==> src/design/gmrb_pkg.sv <==
// Shared types, widths and codes for the gyro mouse report builder.
// No dependencies; imported by every module of the block.
package gmrb_pkg;

   // Averaging window and field widths
   localparam int WINDOW_LEN = 3;
   localparam int RATE_W     = 16;
   localparam int SAMPLE_W   = RATE_W + 1;
   localparam int SUM_W      = SAMPLE_W + $clog2(WINDOW_LEN);
   localparam int DIV_W      = 16;
   localparam int MOVE_W     = 8;
   localparam int BTN_W      = 2;
   localparam int CSR_IDX_W  = 2;
   localparam int CSR_DATA_W = 16;

   // Register reset values
   localparam logic signed [RATE_W-1:0] OFFSET_RESET = 16'sd12;
   localparam logic [DIV_W-1:0]         SCALE_RESET  = 16'd23;
   localparam logic [DIV_W-1:0]         DEAD_RESET   = 16'd2;

   // Button report codes
   localparam logic [BTN_W-1:0] BTN_RELEASED = 2'd0;
   localparam logic [BTN_W-1:0] BTN_ONE      = 2'd1;
   localparam logic [BTN_W-1:0] BTN_TWO      = 2'd2;

   // Register indexes
   typedef enum logic [CSR_IDX_W-1:0] {
      CSR_OFFSET_X = 2'd0,
      CSR_OFFSET_Z = 2'd1,
      CSR_SCALE    = 2'd2,
      CSR_DEAD     = 2'd3
   } csr_reg_type;

   // Per-axis settings handed from the register file to an axis
   typedef struct packed {
      logic signed [RATE_W-1:0] offset;
      logic [DIV_W-1:0]         scale_divisor;
      logic [DIV_W-1:0]         dead_zone;
   } axis_cfg_type;

endpackage

==> src/design/gmrb_serdiv.sv <==
// Bit-serial restoring divider, one quotient bit per cycle.
// Depends on gmrb_pkg for SUM_W and DIV_W.
module gmrb_serdiv import gmrb_pkg::*; (
   input  logic             clock,
   input  logic             reset,
   input  logic             start,
   input  logic [SUM_W-1:0] dividend,
   input  logic [DIV_W-1:0] divisor,
   output logic             done,
   output logic [SUM_W-1:0] quotient
);

   localparam int CNT_W = $clog2(SUM_W);

   logic             busy_ff, busy_in;
   logic             done_ff, done_in;
   logic [CNT_W-1:0] count_ff, count_in;
   logic [DIV_W-1:0] rem_ff, rem_in;
   logic [SUM_W-1:0] quo_ff, quo_in;
   logic [DIV_W-1:0] dvsr_ff, dvsr_in;
   logic [DIV_W:0]   rem_shift;
   logic             fits;

   // Shift in the next dividend bit and trial-subtract the divisor
   always_comb begin
      rem_shift = {rem_ff, quo_ff[SUM_W-1]};
      fits      = rem_shift >= {1'b0, dvsr_ff};
      busy_in   = busy_ff;
      done_in   = 1'b0;
      count_in  = count_ff;
      rem_in    = rem_ff;
      quo_in    = quo_ff;
      dvsr_in   = dvsr_ff;
      if (start) begin
         busy_in  = 1'b1;
         count_in = '0;
         rem_in   = '0;
         quo_in   = dividend;
         dvsr_in  = divisor;
      end else if (busy_ff) begin
         rem_in   = fits ? DIV_W'(rem_shift - {1'b0, dvsr_ff}) : DIV_W'(rem_shift);
         quo_in   = {quo_ff[SUM_W-2:0], fits};
         count_in = count_ff + 1'b1;
         if (count_ff == CNT_W'(SUM_W - 1)) begin
            busy_in = 1'b0;
            done_in = 1'b1;
         end
      end
   end

   always_ff @(posedge clock) begin
      if (reset) begin
         busy_ff  <= 1'b0;
         done_ff  <= 1'b0;
         count_ff <= '0;
      end else begin
         busy_ff  <= busy_in;
         done_ff  <= done_in;
         count_ff <= count_in;
      end
      rem_ff  <= rem_in;
      quo_ff  <= quo_in;
      dvsr_ff <= dvsr_in;
   end

   assign done     = done_ff;
   assign quotient = quo_ff;

endmodule

==> src/design/gmrb_axis.sv <==
// One gyro axis: offset, sliding window with running sum, averaging and
// scaling through a serial divider, dead zone, negation to 8 bits.
// Depends on gmrb_pkg and gmrb_serdiv.
module gmrb_axis import gmrb_pkg::*; (
   input  logic                     clock,
   input  logic                     reset,
   input  logic                     start,
   input  logic signed [RATE_W-1:0] rate,
   input  axis_cfg_type             cfg,
   output logic                     done,
   output logic [MOVE_W-1:0]        move
);

   typedef enum logic [1:0] {AX_IDLE, AX_SUM, AX_AVG, AX_SCALE} axis_state_type;

   axis_state_type             state_ff, state_in;
   logic signed [SAMPLE_W-1:0] window_ff [WINDOW_LEN];
   logic signed [SAMPLE_W-1:0] window_in [WINDOW_LEN];
   logic signed [SUM_W-1:0]    sum_ff, sum_in;
   logic                       neg_ff, neg_in;
   logic [MOVE_W-1:0]          move_ff, move_in;
   logic                       done_ff, done_in;

   logic signed [SAMPLE_W-1:0] sample;
   logic [SUM_W-1:0]           sum_mag;
   logic [DIV_W-1:0]           scale_eff;
   logic                       in_dead;
   logic [MOVE_W-1:0]          quo_low;
   logic                       div_start;
   logic [SUM_W-1:0]           div_dividend;
   logic [DIV_W-1:0]           div_divisor;
   logic                       div_done;
   logic [SUM_W-1:0]           div_quo;

   gmrb_serdiv u_div (
      .clock    (clock),
      .reset    (reset),
      .start    (div_start),
      .dividend (div_dividend),
      .divisor  (div_divisor),
      .done     (div_done),
      .quotient (div_quo)
   );

   // Calibrated sample, magnitude of the window sum, effective divisor
   assign sample    = SAMPLE_W'(rate) + SAMPLE_W'(cfg.offset);
   assign sum_mag   = sum_ff[SUM_W-1] ? $unsigned(-sum_ff) : $unsigned(sum_ff);
   assign scale_eff = (cfg.scale_divisor == '0) ? DIV_W'(1) : cfg.scale_divisor;
   assign in_dead   = div_quo < SUM_W'(cfg.dead_zone);
   assign quo_low   = div_quo[MOVE_W-1:0];

   // Sequence: update window, divide by window length, divide by scale
   always_comb begin
      state_in     = state_ff;
      window_in    = window_ff;
      sum_in       = sum_ff;
      neg_in       = neg_ff;
      move_in      = move_ff;
      done_in      = 1'b0;
      div_start    = 1'b0;
      div_dividend = sum_mag;
      div_divisor  = DIV_W'(WINDOW_LEN);
      unique case (state_ff)
         AX_IDLE: begin
            if (start) begin
               for (int k = 0; k < WINDOW_LEN - 1; k++) begin
                  window_in[k] = window_ff[k + 1];
               end
               window_in[WINDOW_LEN-1] = sample;
               sum_in   = sum_ff + SUM_W'(sample) - SUM_W'(window_ff[0]);
               state_in = AX_SUM;
            end
         end
         AX_SUM: begin
            neg_in    = sum_ff[SUM_W-1];
            div_start = 1'b1;
            state_in  = AX_AVG;
         end
         AX_AVG: begin
            div_dividend = div_quo;
            div_divisor  = scale_eff;
            if (div_done) begin
               div_start = 1'b1;
               state_in  = AX_SCALE;
            end
         end
         AX_SCALE: begin
            if (div_done) begin
               // Quotient sign follows the sum; the report is its negation
               if (in_dead) begin
                  move_in = '0;
               end else if (neg_ff) begin
                  move_in = quo_low;
               end else begin
                  move_in = MOVE_W'(0) - quo_low;
               end
               done_in  = 1'b1;
               state_in = AX_IDLE;
            end
         end
         default: state_in = AX_IDLE;
      endcase
   end

   always_ff @(posedge clock) begin
      if (reset) begin
         state_ff <= AX_IDLE;
         for (int k = 0; k < WINDOW_LEN; k++) begin
            window_ff[k] <= '0;
         end
         sum_ff  <= '0;
         neg_ff  <= 1'b0;
         move_ff <= '0;
         done_ff <= 1'b0;
      end else begin
         state_ff  <= state_in;
         window_ff <= window_in;
         sum_ff    <= sum_in;
         neg_ff    <= neg_in;
         move_ff   <= move_in;
         done_ff   <= done_in;
      end
   end

   assign done = done_ff;
   assign move = move_ff;

endmodule

==> src/design/gyro_mouse_report_builder_unit.sv <==
// A request carrying a gyro sample keeps the input closed from its transfer until
// its result moves from the pending flag into the output register. Each axis runs two
// 19-step bit-serial divisions back to back (window average, then scaling) in its
// own divider, and both axes work in parallel. Besides the divisions, the sequence
// holds the window update, the two division starts, the move register, the pending
// flag and the output load, which happens once the output register is free. A
// request with no sample but a button edge sets the pending flag, and its report is
// loaded from there like any other; one with neither produces none. The report sits in
// an output register, so the next request is taken while it waits for the consumer.
// A finished result that finds the output register still full holds the input
// closed until the consumer takes the older report. Settings are written through
// the csr_ port with no wait; write them only while the block is idle.
// Depends on gmrb_pkg and gmrb_axis.
module gyro_mouse_report_builder_unit import gmrb_pkg::*; (
   input  logic                         clock,
   input  logic                         reset,
   input  logic                         req_valid,
   output logic                         req_ready,
   input  logic                         req_sample_present,
   input  logic signed [RATE_W-1:0]     req_rate_x,
   input  logic signed [RATE_W-1:0]     req_rate_z,
   input  logic                         req_left_level,
   input  logic                         req_right_level,
   output logic                         rsp_valid,
   input  logic                         rsp_ready,
   output logic signed [MOVE_W-1:0]     rsp_move_horiz,
   output logic signed [MOVE_W-1:0]     rsp_move_vert,
   output logic [BTN_W-1:0]             rsp_button_code,
   input  logic                         csr_write_en,
   input  logic [CSR_IDX_W-1:0]         csr_index,
   input  logic [CSR_DATA_W-1:0]        csr_write_data
);

   logic signed [RATE_W-1:0] offset_x_ff, offset_z_ff;
   logic [DIV_W-1:0]         scale_ff, dead_ff;

   logic              busy_ff, busy_in;
   logic              pend_ff, pend_in;
   logic              left_prev_ff, left_prev_in;
   logic              right_prev_ff, right_prev_in;
   logic [BTN_W-1:0]  held_btn_ff, held_btn_in;
   logic              rsp_valid_ff, rsp_valid_in;
   logic [MOVE_W-1:0] rsp_horiz_ff, rsp_horiz_in;
   logic [MOVE_W-1:0] rsp_vert_ff, rsp_vert_in;
   logic [BTN_W-1:0]  rsp_btn_ff, rsp_btn_in;

   logic              accept;
   logic              start;
   logic              load;
   logic              left_edge;
   logic              right_edge;
   axis_cfg_type      cfg_x, cfg_z;
   logic              x_done, z_done;
   logic [MOVE_W-1:0] x_move, z_move;

   // Register file writes
   always_ff @(posedge clock) begin
      if (reset) begin
         offset_x_ff <= OFFSET_RESET;
         offset_z_ff <= OFFSET_RESET;
         scale_ff    <= SCALE_RESET;
         dead_ff     <= DEAD_RESET;
      end else if (csr_write_en) begin
         unique case (csr_reg_type'(csr_index))
            CSR_OFFSET_X: offset_x_ff <= RATE_W'(csr_write_data);
            CSR_OFFSET_Z: offset_z_ff <= RATE_W'(csr_write_data);
            CSR_SCALE:    scale_ff    <= DIV_W'(csr_write_data);
            CSR_DEAD:     dead_ff     <= DIV_W'(csr_write_data);
            default: ;
         endcase
      end
   end

   assign cfg_x = '{offset: offset_x_ff, scale_divisor: scale_ff, dead_zone: dead_ff};
   assign cfg_z = '{offset: offset_z_ff, scale_divisor: scale_ff, dead_zone: dead_ff};

   // Vertical movement from x, horizontal from z
   gmrb_axis u_axis_x (
      .clock (clock),
      .reset (reset),
      .start (start),
      .rate  (req_rate_x),
      .cfg   (cfg_x),
      .done  (x_done),
      .move  (x_move)
   );

   gmrb_axis u_axis_z (
      .clock (clock),
      .reset (reset),
      .start (start),
      .rate  (req_rate_z),
      .cfg   (cfg_z),
      .done  (z_done),
      .move  (z_move)
   );

   assign req_ready  = !busy_ff && !pend_ff;
   assign accept     = req_valid && req_ready;
   assign start      = accept && req_sample_present;
   assign load       = pend_ff && (!rsp_valid_ff || rsp_ready);
   assign left_edge  = req_left_level != left_prev_ff;
   assign right_edge = req_right_level != right_prev_ff;

   // Track buttons, sequence the axes and fill the output register
   always_comb begin
      busy_in       = busy_ff;
      pend_in       = pend_ff;
      left_prev_in  = left_prev_ff;
      right_prev_in = right_prev_ff;
      held_btn_in   = held_btn_ff;
      rsp_valid_in  = rsp_valid_ff;
      rsp_horiz_in  = rsp_horiz_ff;
      rsp_vert_in   = rsp_vert_ff;
      rsp_btn_in    = rsp_btn_ff;
      if (accept) begin
         left_prev_in  = req_left_level;
         right_prev_in = req_right_level;
         // Right button is handled last, so it wins when both change
         if (left_edge) begin
            held_btn_in = req_left_level ? BTN_TWO : BTN_RELEASED;
         end
         if (right_edge) begin
            held_btn_in = req_right_level ? BTN_ONE : BTN_RELEASED;
         end
         if (req_sample_present) begin
            busy_in = 1'b1;
         end else if (left_edge || right_edge) begin
            pend_in = 1'b1;
         end
      end
      if (busy_ff && x_done) begin
         busy_in = 1'b0;
         pend_in = 1'b1;
      end
      if (load) begin
         pend_in      = 1'b0;
         rsp_valid_in = 1'b1;
         rsp_horiz_in = z_move;
         rsp_vert_in  = x_move;
         rsp_btn_in   = held_btn_ff;
      end else if (rsp_valid_ff && rsp_ready) begin
         rsp_valid_in = 1'b0;
      end
   end

   always_ff @(posedge clock) begin
      if (reset) begin
         busy_ff       <= 1'b0;
         pend_ff       <= 1'b0;
         left_prev_ff  <= 1'b0;
         right_prev_ff <= 1'b0;
         held_btn_ff   <= BTN_RELEASED;
         rsp_valid_ff  <= 1'b0;
      end else begin
         busy_ff       <= busy_in;
         pend_ff       <= pend_in;
         left_prev_ff  <= left_prev_in;
         right_prev_ff <= right_prev_in;
         held_btn_ff   <= held_btn_in;
         rsp_valid_ff  <= rsp_valid_in;
      end
      rsp_horiz_ff <= rsp_horiz_in;
      rsp_vert_ff  <= rsp_vert_in;
      rsp_btn_ff   <= rsp_btn_in;
   end

   assign rsp_valid       = rsp_valid_ff;
   assign rsp_move_horiz  = rsp_horiz_ff;
   assign rsp_move_vert   = rsp_vert_ff;
   assign rsp_button_code = rsp_btn_ff;

`ifndef SYNTHESIS
   // Both axes run in lockstep
   a_axes_lockstep: assert property (@(posedge clock) disable iff (reset)
      x_done == z_done)
      else $error("axis completions out of step");

   // An axis only finishes while a sample is in flight
   a_done_when_busy: assert property (@(posedge clock) disable iff (reset)
      x_done |-> busy_ff)
      else $error("axis completion with no sample in flight");

   // A pending report never overlaps axis work
   a_busy_pend_excl: assert property (@(posedge clock) disable iff (reset)
      !(busy_ff && pend_ff))
      else $error("pending report while axes busy");

   // A new report appears only from a pending one
   a_rsp_from_pend: assert property (@(posedge clock) disable iff (reset)
      $rose(rsp_valid_ff) |-> $past(pend_ff))
      else $error("report raised without a pending result");
`endif

endmodule
==> config.mk <==
export PLATFORM = sky130hd
export DESIGN_NAME = gyro_mouse_report_builder_unit
export DESIGN_NICKNAME = d
export VERILOG_FILES = /design/src/design/gmrb_pkg.sv /design/src/design/gmrb_serdiv.sv /design/src/design/gmrb_axis.sv /design/src/design/gyro_mouse_report_builder_unit.sv
export SDC_FILE = /design/constraint.sdc
export NUM_CORES = 1
export LEC_CHECK = 0
export BUFFER_PORTS_ARGS = -buffer_cell sky130_fd_sc_hd__buf_2
export CELL_PAD_IN_SITES_DETAIL_PLACEMENT = 0
export CELL_PAD_IN_SITES_GLOBAL_PLACEMENT = 2
export CORE_UTILIZATION = 40
export CTS_BUF_LIST = sky130_fd_sc_hd__clkbuf_4
export DETAILED_ROUTE_END_ITERATION = 10
export PLACE_DENSITY = 0.78
export SYNTH_ARGS = -nofsm -noshare
export SYNTH_HDL_FRONTEND = slang
export SYNTH_SLANG_ARGS = --single-unit
==> constraint.sdc <==
create_clock -name clock -period 5.15 [get_ports clock]
set_clock_uncertainty 0.15 [all_clocks]
set_input_delay 0.2575 -clock clock [delete_from_list [all_inputs] [get_ports clock]]
set_output_delay 0.2575 -clock clock [all_outputs]
set_load 0.05 [all_outputs]
==> flow_metrics.py, run 1 <==
metrics = {
    "logic_synthesis": {
        "seq_area_frac_synth_pct": 39.0,
        "dominantRegCellSynth": "sky130_fd_sc_hd__dfxtp_1",
        "ys_types": 71,
        "synth-seq-cells": 368,
        "syn_area_um2": 21100,
        "synth-warning-count": 0,
        "synth.avg_cell_area_um2": 8.51,
        "synth-async-reset-ratio_pct": 0,
        "synth_edf_count": 88,
        "syn_nets": 2736,
        "netlist_instances": 2485,
    },
    "setup_path": {
        "timing.setup.critical_path_class": "reg -> reg",
        "cp-end-kind": "flop",
        "reg2reg_from": "offset_z_ff[0]",
        "cp_data_required_time_ps": 5720,
        "ff2ff_setup_slack_ps": 330,
        "worst-r2r-cell-count": 18,
        "critical_path_arrival_ps": 5400,
        "cp-start-kind": "flop",
        "timing.critical_path.fanout_max": 7,
        "worstReg2RegEnd": "u_axis_z.sum_ff[18]",
    },
    "timing": {
        "minimum_clock_period_ps": 4820,
        "slew_violations": 0,
        "grt_setup_unrepaired": "false",
        "fin_setup_tns_ps": 0,
        "max_slew_headroom_pct": 23.8,
        "worst_margin_pin_slew_ps": 1130,
        "finalSetupViolations": 0,
        "final_hold_viol_count": 0,
        "post_route_fraction_of_the_period_consumed_by_the_critical_path_pct": 93.7,
        "clock.fmax_mhz": 207,
        "post-route-worst-setup-slack_ps": 325,
    },
    "floorplan": {
        "die-area_um2": 53800,
        "die-width_um": 232,
        "core_area_um2": 51800,
        "num_io_pins": 78,
        "start_util_pct": 40.8,
        "row_count": 83,
        "die_h_um": 232,
    },
    "placed_design": {
        "routabilityCongestion": 0.911,
        "dp_slack_ps": 221,
        "io_buf_count": 77,
        "place_hpwl_mm": 42.1,
    },
    "global_route": {
        "grt_first_pass_wirelength_mm": 92.4,
        "first_global_vias": 17500,
        "use_met2_pct": 34.4,
        "track_usage_pct": 21.7,
        "number_of_antenna_violations_at_the_first_check_in_global_routing": 2,
        "top_usage_layer": "met2",
        "groute.layer.met1.usage_pct": 29.5,
        "grt.met3_usage_pct": 3.94,
        "gr-total-overflow": 0,
        "grt_max_degree": 147,
    },
    "run_status": {
        "outcome": "finished, final reports clean",
    },
    "clocking": {
        "clock_insertion_delay_worst_skew_ps": 840,
        "cts-buffers-inserted": 102,
        "clock_sink_count": 368,
        "cts_tree": "built",
        "clock_tree.htree_level_count": 3,
        "clk_transition_reported_paths_ps": 60,
        "ctsLongestPathBuffers": 3,
        "ctsRootBufferMaster": "sky130_fd_sc_hd__clkbuf_4",
    },
    "route": {
        "detailedRoute.firstPassIterationCount": 5,
        "drt.antenna.violating_nets": 0,
        "route.vias.total": 18100,
        "drc_errors": 0,
        "detail_route.wl_per_cell_um": 16.9,
        "drc_marker_count_from_the_first_detailed_route_iteration": 1129,
        "total_length_of_routed_wires_mm": 57.7,
        "ratio_of_routed_vias_to_standard_cells": 5.32,
    },
    "pwr": {
        "pwr_per_cell_area_nw_per_um2": 480,
        "power.ir.vdd_worst_uv": 175,
        "leakagePower_nw": 9.64,
    },
    "final_layout": {
        "drive_gt1_share_pct": 11.2,
        "area_growth_pct": 14.7,
        "final.fill_count": 5209,
        "finish.net_count": 2896,
    },
    "hold_path": {
        "worst_hold_path_startpoint": "req_rate_x[4]",
        "min_path_cells": 6,
        "hold_path_class": "in -> reg",
        "hold_end": "u_axis_x.window_ff[4]",
    },
    "run": {
        "cap_violations": 0,
    },
}
cell usage in the layout (no fill, tap or decap), types with 28 or more instances in the layout:
| cell | n |
|---|---|
| sky130_fd_sc_hd__fa_1 | 40 |
| sky130_fd_sc_hd__ha_1 | 153 |
| sky130_fd_sc_hd__edfxtp_1 | 88 |
| sky130_fd_sc_hd__dlygate4sd3_1 | 75 |
| sky130_fd_sc_hd__dfxtp_1 | 280 |
| sky130_fd_sc_hd__a31oi_1 | 29 |
| sky130_fd_sc_hd__nand3_1 | 33 |
| sky130_fd_sc_hd__buf_2 | 76 |
| sky130_fd_sc_hd__a21oi_1 | 260 |
| sky130_fd_sc_hd__inv_1 | 143 |
| sky130_fd_sc_hd__nor2_1 | 121 |
| sky130_fd_sc_hd__o21ai_0 | 142 |
| sky130_fd_sc_hd__xor2_1 | 48 |
| sky130_fd_sc_hd__and2_1 | 33 |
| sky130_fd_sc_hd__nor3_1 | 47 |
| sky130_fd_sc_hd__clkbuf_4 | 162 |
| sky130_fd_sc_hd__a21o_1 | 39 |
| sky130_fd_sc_hd__nand2_1 | 470 |
| sky130_fd_sc_hd__o21a_1 | 28 |
| sky130_fd_sc_hd__xnor2_1 | 64 |
sequential cells by signal, summed over array words and instances, names as in the netlist, 16 cells and up:
name / count
offset_x_ff: 16
u_axis_z.u_div.rem_ff: 16
u_axis_x.u_div.quotient: 19
u_axis_z.u_div.dvsr_ff: 16
u_axis_x.window_ff: 51
u_axis_x.u_div.rem_ff: 16
u_axis_x.sum_ff: 19
offset_z_ff: 16
u_axis_z.sum_ff: 19
u_axis_z.window_ff: 51
u_axis_x.u_div.dvsr_ff: 16
dead_ff: 16
u_axis_z.u_div.quotient: 19
scale_ff: 16
stage by stage:
stage | utilization (%) | total power (W) | std cells | hold slack [ps] | area (um^2)
finish | 46.8 | 0.0116 | 3407 | 97.4 | 24300
global route | 46.8 | 0.0126 | 3406 | 91.3 | 24300
CTS | 46.8 | 0.0118 | 3403 | 34.6 | 24200
detailed placement | 42.7 | 0.00887 | 3146 | 268 | 22100
global placement | 42.7 | 0.00882 | 3146 | 266 | 22100
floorplan | - | 0.00764 | 2485 | 225 | 21100
worst max-delay path by stage:
stage | from | to | slack, ps | depth (start not counted)
CTS | offset_z_ff[0] | u_axis_z.sum_ff[18] | 270 | 18
global route | offset_x_ff[3] | u_axis_x.sum_ff[18] | 20 | 17
detailed placement | req_rate_x[1] | u_axis_x.sum_ff[18] | 220 | 18
finish | offset_z_ff[0] | u_axis_z.sum_ff[18] | 330 | 18
floorplan | offset_x_ff[1] | u_axis_x.sum_ff[18] | 660 | 17
global placement | req_rate_z[0] | u_axis_z.sum_ff[18] | 250 | 18
Yosys cell counts (5+ instances only):
cell type	n	share of area, %
sky130_fd_sc_hd__o211ai_1	11	0.39
sky130_fd_sc_hd__nor3b_1	12	0.43
sky130_fd_sc_hd__xnor2_1	64	2.7
sky130_fd_sc_hd__or4_1	12	0.43
sky130_fd_sc_hd__nor2_1	121	2.1
sky130_fd_sc_hd__a311oi_1	6	0.25
sky130_fd_sc_hd__or2_2	6	0.18
sky130_fd_sc_hd__inv_1	143	2.5
sky130_fd_sc_hd__o21bai_1	10	0.36
sky130_fd_sc_hd__clkbuf_1	104	1.8
sky130_fd_sc_hd__buf_1	10	0.18
sky130_fd_sc_hd__and2_1	33	0.98
sky130_fd_sc_hd__fa_1	40	3.8
sky130_fd_sc_hd__o2111ai_1	11	0.46
sky130_fd_sc_hd__o31ai_1	25	0.89
sky130_fd_sc_hd__or3_1	16	0.47
sky130_fd_sc_hd__a21oi_1	264	6.2
sky130_fd_sc_hd__nand2b_1	19	0.56
sky130_fd_sc_hd__o41ai_1	6	0.25
sky130_fd_sc_hd__nand4b_1	6	0.25
sky130_fd_sc_hd__nand4_1	15	0.44
sky130_fd_sc_hd__a31oi_1	29	0.86
sky130_fd_sc_hd__o21a_1	28	0.99
sky130_fd_sc_hd__ha_1	153	9.1
sky130_fd_sc_hd__edfxtp_1	88	12
sky130_fd_sc_hd__a21boi_0	9	0.32
sky130_fd_sc_hd__nand3b_1	25	0.89
sky130_fd_sc_hd__nand2_1	470	8.3
sky130_fd_sc_hd__a221oi_1	5	0.21
sky130_fd_sc_hd__nor3_1	47	1.1
sky130_fd_sc_hd__dfxtp_1	280	27
sky130_fd_sc_hd__nor4_1	10	0.30
sky130_fd_sc_hd__o21ai_0	145	3.4
sky130_fd_sc_hd__nor2b_1	19	0.56
sky130_fd_sc_hd__and3_1	18	0.53
sky130_fd_sc_hd__mux2i_1	17	0.80
sky130_fd_sc_hd__a21o_1	39	1.4
sky130_fd_sc_hd__a31o_2	7	0.29
sky130_fd_sc_hd__nand3_1	35	0.83
sky130_fd_sc_hd__xor2_1	48	2.0
sky130_fd_sc_hd__a211oi_1	17	0.60
cell families (layout without fill, tap and decap cells):
kind of cell / Yosys count / in the layout / synth area share [%]
AO/OA/AOI/OAI: 652 / 652 / 18.8
XOR/XNOR: 112 / 112 / 4.64
adder cells (fa/ha/maj): 193 / 193 / 12.8
buffers and inverters: 260 / 498 / 4.66
flip-flops: 368 / 368 / 39.0
multiplexers: 21 / 21 / 1.02
other: 0 / 4 / 0
AND/OR/NAND/NOR: 879 / 879 / 19.1
metal layers:
metal | share of wire [%] | vias up
li1 | - | 9071
met1 | 48 | 8539
met2 | 45 | 410
met3 | 4.9 | 111
met4 | 2.7 | 0
met5 | 0 | -
worst max-delay path: stages (launching register included):
cell	delay, ps
sky130_fd_sc_hd__dfxtp_1	320
sky130_fd_sc_hd__ha_1	200
sky130_fd_sc_hd__fa_1	410
sky130_fd_sc_hd__a21o_1	210
sky130_fd_sc_hd__a21oi_2	210
sky130_fd_sc_hd__o2111ai_1	200
sky130_fd_sc_hd__o21ai_0	200
sky130_fd_sc_hd__a21oi_1	140
sky130_fd_sc_hd__xnor2_1	250
sky130_fd_sc_hd__inv_1	90
sky130_fd_sc_hd__fa_1	370
sky130_fd_sc_hd__ha_1	400
sky130_fd_sc_hd__a21oi_2	210
sky130_fd_sc_hd__o21ai_0	100
sky130_fd_sc_hd__a21boi_0	200
sky130_fd_sc_hd__o21bai_1	110
sky130_fd_sc_hd__o2111ai_1	190
sky130_fd_sc_hd__or3b_2	470
sky130_fd_sc_hd__mux2_2	280
final cells by class:
| type | instances | area, um^2 | area share [%] |
|---|---|---|---|
| Clock inverter | 20 | 131 | 0.542 |
| Antenna cell | 4 | 10.0 | 0.0413 |
| Inverter | 143 | 537 | 2.21 |
| Tap cell | 680 | 851 | 3.51 |
| Timing Repair Buffer | 173 | 1320 | 5.42 |
| Multi-Input combinational cell | 1857 | 11900 | 49.3 |
| Clock buffer | 162 | 1220 | 5.01 |
| Sequential cell | 368 | 8250 | 34.0 |
repair_timing:
action | in CTS | in global routing
setup endpoints to repair | 0 | 2
resized for setup | 0 | 6
hold buffers | 75 | 0
setup buffers | 0 | 0
endpoints found under the hold margin | 158 | 0
report_power, final:
group / switching [W] / internal (W) / total [W]
combinational: 0.00288 / 0.00200 / 0.00488
clock: 0.00126 / 0.00151 / 0.00277
sequential: 0.000475 / 0.00352 / 0.00399
total: 0.00461 / 0.00703 / 0.0116
(Power assumes the default switching activity.)
==> run 2, diff against run 1 <==
--- a/config.mk
+++ b/config.mk
@@ -8,6 +8,7 @@
 export BUFFER_PORTS_ARGS = -buffer_cell sky130_fd_sc_hd__buf_2
 export CELL_PAD_IN_SITES_DETAIL_PLACEMENT = 0
 export CELL_PAD_IN_SITES_GLOBAL_PLACEMENT = 2
+export CORE_MARGIN = 1.5
 export CORE_UTILIZATION = 40
 export CTS_BUF_LIST = sky130_fd_sc_hd__clkbuf_4
 export DETAILED_ROUTE_END_ITERATION = 10
==> run 2 against run 1 <==
Routed wire length grew 1.1%; fmax fell by 1.1%; cell area about the same; sequential share of layout area hardly changed; non-clock buffer count rose by 9; sequential power about the same; setup slack got worse by 53 ps; cell count rose by 0.44%; die area grew 0.86%; global-route usage barely moved; critical path type unchanged; largest power group unchanged.
==> flow_metrics.py, run 2 (synthesis gave the netlist of run 1 again) <==
metrics = {
    "run_status": {
        "outcome": "finished, final reports clean",
    },
    "clocking": {
        "cts_tree": "built",
        "cts-buffers-inserted": 102,
        "clk_transition_reported_paths_ps": 60,
        "clock_tree.htree_level_count": 3,
        "ctsLongestPathBuffers": 3,
        "clock_insertion_delay_worst_skew_ps": 840,
        "post_cts.repair.setup_buffers": 0,
        "ctsRootBufferMaster": "sky130_fd_sc_hd__clkbuf_4",
        "clock_sink_count": 368,
    },
    "global_route": {
        "gr-total-overflow": 0,
        "number_of_antenna_violations_at_the_first_check_in_global_routing": 4,
        "first_global_vias": 17500,
        "grt_first_pass_wirelength_mm": 93.0,
        "grt_max_degree": 121,
        "track_usage_pct": 21.8,
    },
    "floorplan": {
        "die-area_um2": 54300,
        "die_h_um": 233,
        "row_count": 84,
        "die-width_um": 233,
        "start_util_pct": 40.3,
        "num_io_pins": 78,
        "core_area_um2": 52400,
    },
    "pwr": {
        "pwr_per_cell_area_nw_per_um2": 474,
        "power.ir.vdd_worst_uv": 157,
        "leakagePower_nw": 9.61,
    },
    "route": {
        "total_length_of_routed_wires_mm": 58.3,
        "detailedRoute.firstPassIterationCount": 7,
        "drc_errors": 0,
        "met1Wirelength_mm": 27.5,
        "detail_route.wl_per_cell_um": 17.0,
        "met3_length_mm": 2.60,
        "met2RoutedLength_mm": 26.8,
        "drt.antenna.violating_nets": 0,
        "ratio_of_routed_vias_to_standard_cells": 5.25,
        "route.vias.total": 18000,
        "drc_marker_count_from_the_first_detailed_route_iteration": 971,
        "top_layer": "met5",
    },
    "timing": {
        "max_slew_headroom_pct": 27.2,
        "post_route_fraction_of_the_period_consumed_by_the_critical_path_pct": 94.7,
        "post-route-worst-setup-slack_ps": 273,
        "clock.fmax_mhz": 205,
        "finalHoldWorstSlack_ps": 96.9,
        "final_hold_viol_count": 0,
        "grt_setup_unrepaired": "false",
        "minimum_clock_period_ps": 4880,
        "finalSetupViolations": 0,
        "slew_violations": 0,
        "worst_margin_pin_slew_ps": 1090,
        "fin_setup_tns_ps": 0,
    },
    "final_layout": {
        "stdcell_count": 3422,
        "reg.largest.list": "u_axis_x.window_ff: 51 flops, u_axis_z.window_ff: 51 flops",
        "multi_input_comb_area_um2": 11900,
        "drive_gt1_share_pct": 10.9,
        "mostFrequentLayoutCells": "470 x sky130_fd_sc_hd__nand2_1, 280 x sky130_fd_sc_hd__dfxtp_1, 262 x sky130_fd_sc_hd__a21oi_1",
        "finish.net_count": 2905,
        "ff_latch_area_um2": 8250,
        "layout_commonest_cell": "sky130_fd_sc_hd__nand2_1",
        "final.fill_count": 5323,
        "area_growth_pct": 14.6,
    },
    "hold_path": {
        "hold_path_class": "in -> reg",
    },
    "placed_design": {
        "io_buf_count": 77,
        "routabilityCongestion": 0.855,
        "dp_slack_ps": 188,
        "place_hpwl_mm": 42.5,
        "post-place-cells": 3157,
    },
    "setup_path": {
        "cp-start-kind": "flop",
        "path_cells": "ha_1 -> buf_4 -> a21o_1 -> a21oi_1 -> o21ai_0 -> a21oi_1 -> dlygate4sd3_1 -> nand3b_1 -> and2_1 -> fa_1 -> ha_1 -> nand2_1 -> o211ai_1 -> o22ai_1 -> o21ai_0 -> or3b_2 -> a21oi_1 -> mux2_2",
        "critical_path_arrival_ps": 5440,
        "cp_data_required_time_ps": 5720,
        "worst_path_max_delay_cell": "sky130_fd_sc_hd__dlygate4sd3_1",
        "timing.critical_path.fanout_max": 7,
        "cp_slowest_stage_delay_ps": 560,
        "timing.setup.critical_path_class": "reg -> reg",
        "cp-end-kind": "flop",
        "critPathMostFrequentCell": "sky130_fd_sc_hd__a21oi_1",
    },
    "run": {
        "cap_violations": 0,
    },
}
[run 2: cell count changes in the layout (fill, tap and decap cells not counted), moves of 2 or more]
| cell | change |
|---|---|
| sky130_fd_sc_hd__clkbuf_4 | -13 |
| sky130_fd_sc_hd__dlygate4sd3_1 | +6 |
| sky130_fd_sc_hd__inv_2 | +4 |
| sky130_fd_sc_hd__buf_4 | +3 |
| sky130_fd_sc_hd__a21oi_2 | -2 |
| sky130_fd_sc_hd__clkinv_1 | +7 |
| sky130_fd_sc_hd__clkinv_2 | +2 |
| sky130_fd_sc_hd__a21oi_1 | +2 |
| sky130_fd_sc_hd__bufinv_16 | -2 |
[run 2: where the power goes]
| group | internal, W | switching, W | total (W) | leakage (nW) |
|---|---|---|---|---|
| sequential | 0.00352 | 0.000462 | 0.00398 | 3.08 |
| combinational | 0.00201 | 0.00290 | 0.00491 | 5.76 |
| clock | 0.00132 | 0.00128 | 0.00260 | 0.759 |
[run 2: layout make-up]
class / count / area share [%]
flip-flops and latches: 368 / 34.0
clock buffers: 149 / 4.61
repair buffers: 182 / 5.77
well taps: 688 / 3.55
clock inverters: 31 / 0.506
diodes: 4 / 0.0413
multi-input cells: 1857 / 49.3
inverters: 143 / 2.21
[run 2: final timing paths]
kind	startpoint	endpoint	depth (start not counted)	slack [ps]
hold reg to reg	u_axis_z.move[4]	rsp_move_horiz[4]	0	280
hold / removal	req_rate_x[4]	u_axis_x.window_ff[4]	6	100
setup reg to reg	offset_x_ff[9]	u_axis_x.sum_ff[18]	18	270
setup / recovery	offset_x_ff[9]	u_axis_x.sum_ff[18]	18	270
[run 2: per-stage QoR]
step / total power, W / area, um^2 / utilization (%)
global placement: 0.00886 / 22200 / 42.3
detailed placement: 0.00890 / 22200 / 42.3
global route: 0.0125 / 24200 / 46.2
finish: 0.0115 / 24200 / 46.2
CTS: 0.0117 / 24200 / 46.2
floorplan: 0.00764 / 21100 / -
[run 2: worst max-delay path: cells and delay by family, from the launching register on]
kind	cells	cell delay [ps]
flip-flops	1	320
multiplexers	1	340
AO/OA/AOI/OAI	8	1210
adder cells (fa/ha/maj)	3	1130
buffers and inverters	2	730
AND/OR/NAND/NOR	4	870
[run 2: metal layers]
layer | up-vias | track usage [%]
li1 | 9086 | -
met2 | 339 | 35.3
met4 | 2 | 7.28
met3 | 111 | 4.19
met1 | 8427 | 28.9
met5 | - | 0
[run 2: what timing repair did]
| action | CTS | global route |
|---|---|---|
| endpoints found under the setup margin | 0 | 2 |
| hold endpoints to repair | 187 | 0 |
| hold buffers | 81 | 0 |
| gates resized for setup | 0 | 4 |
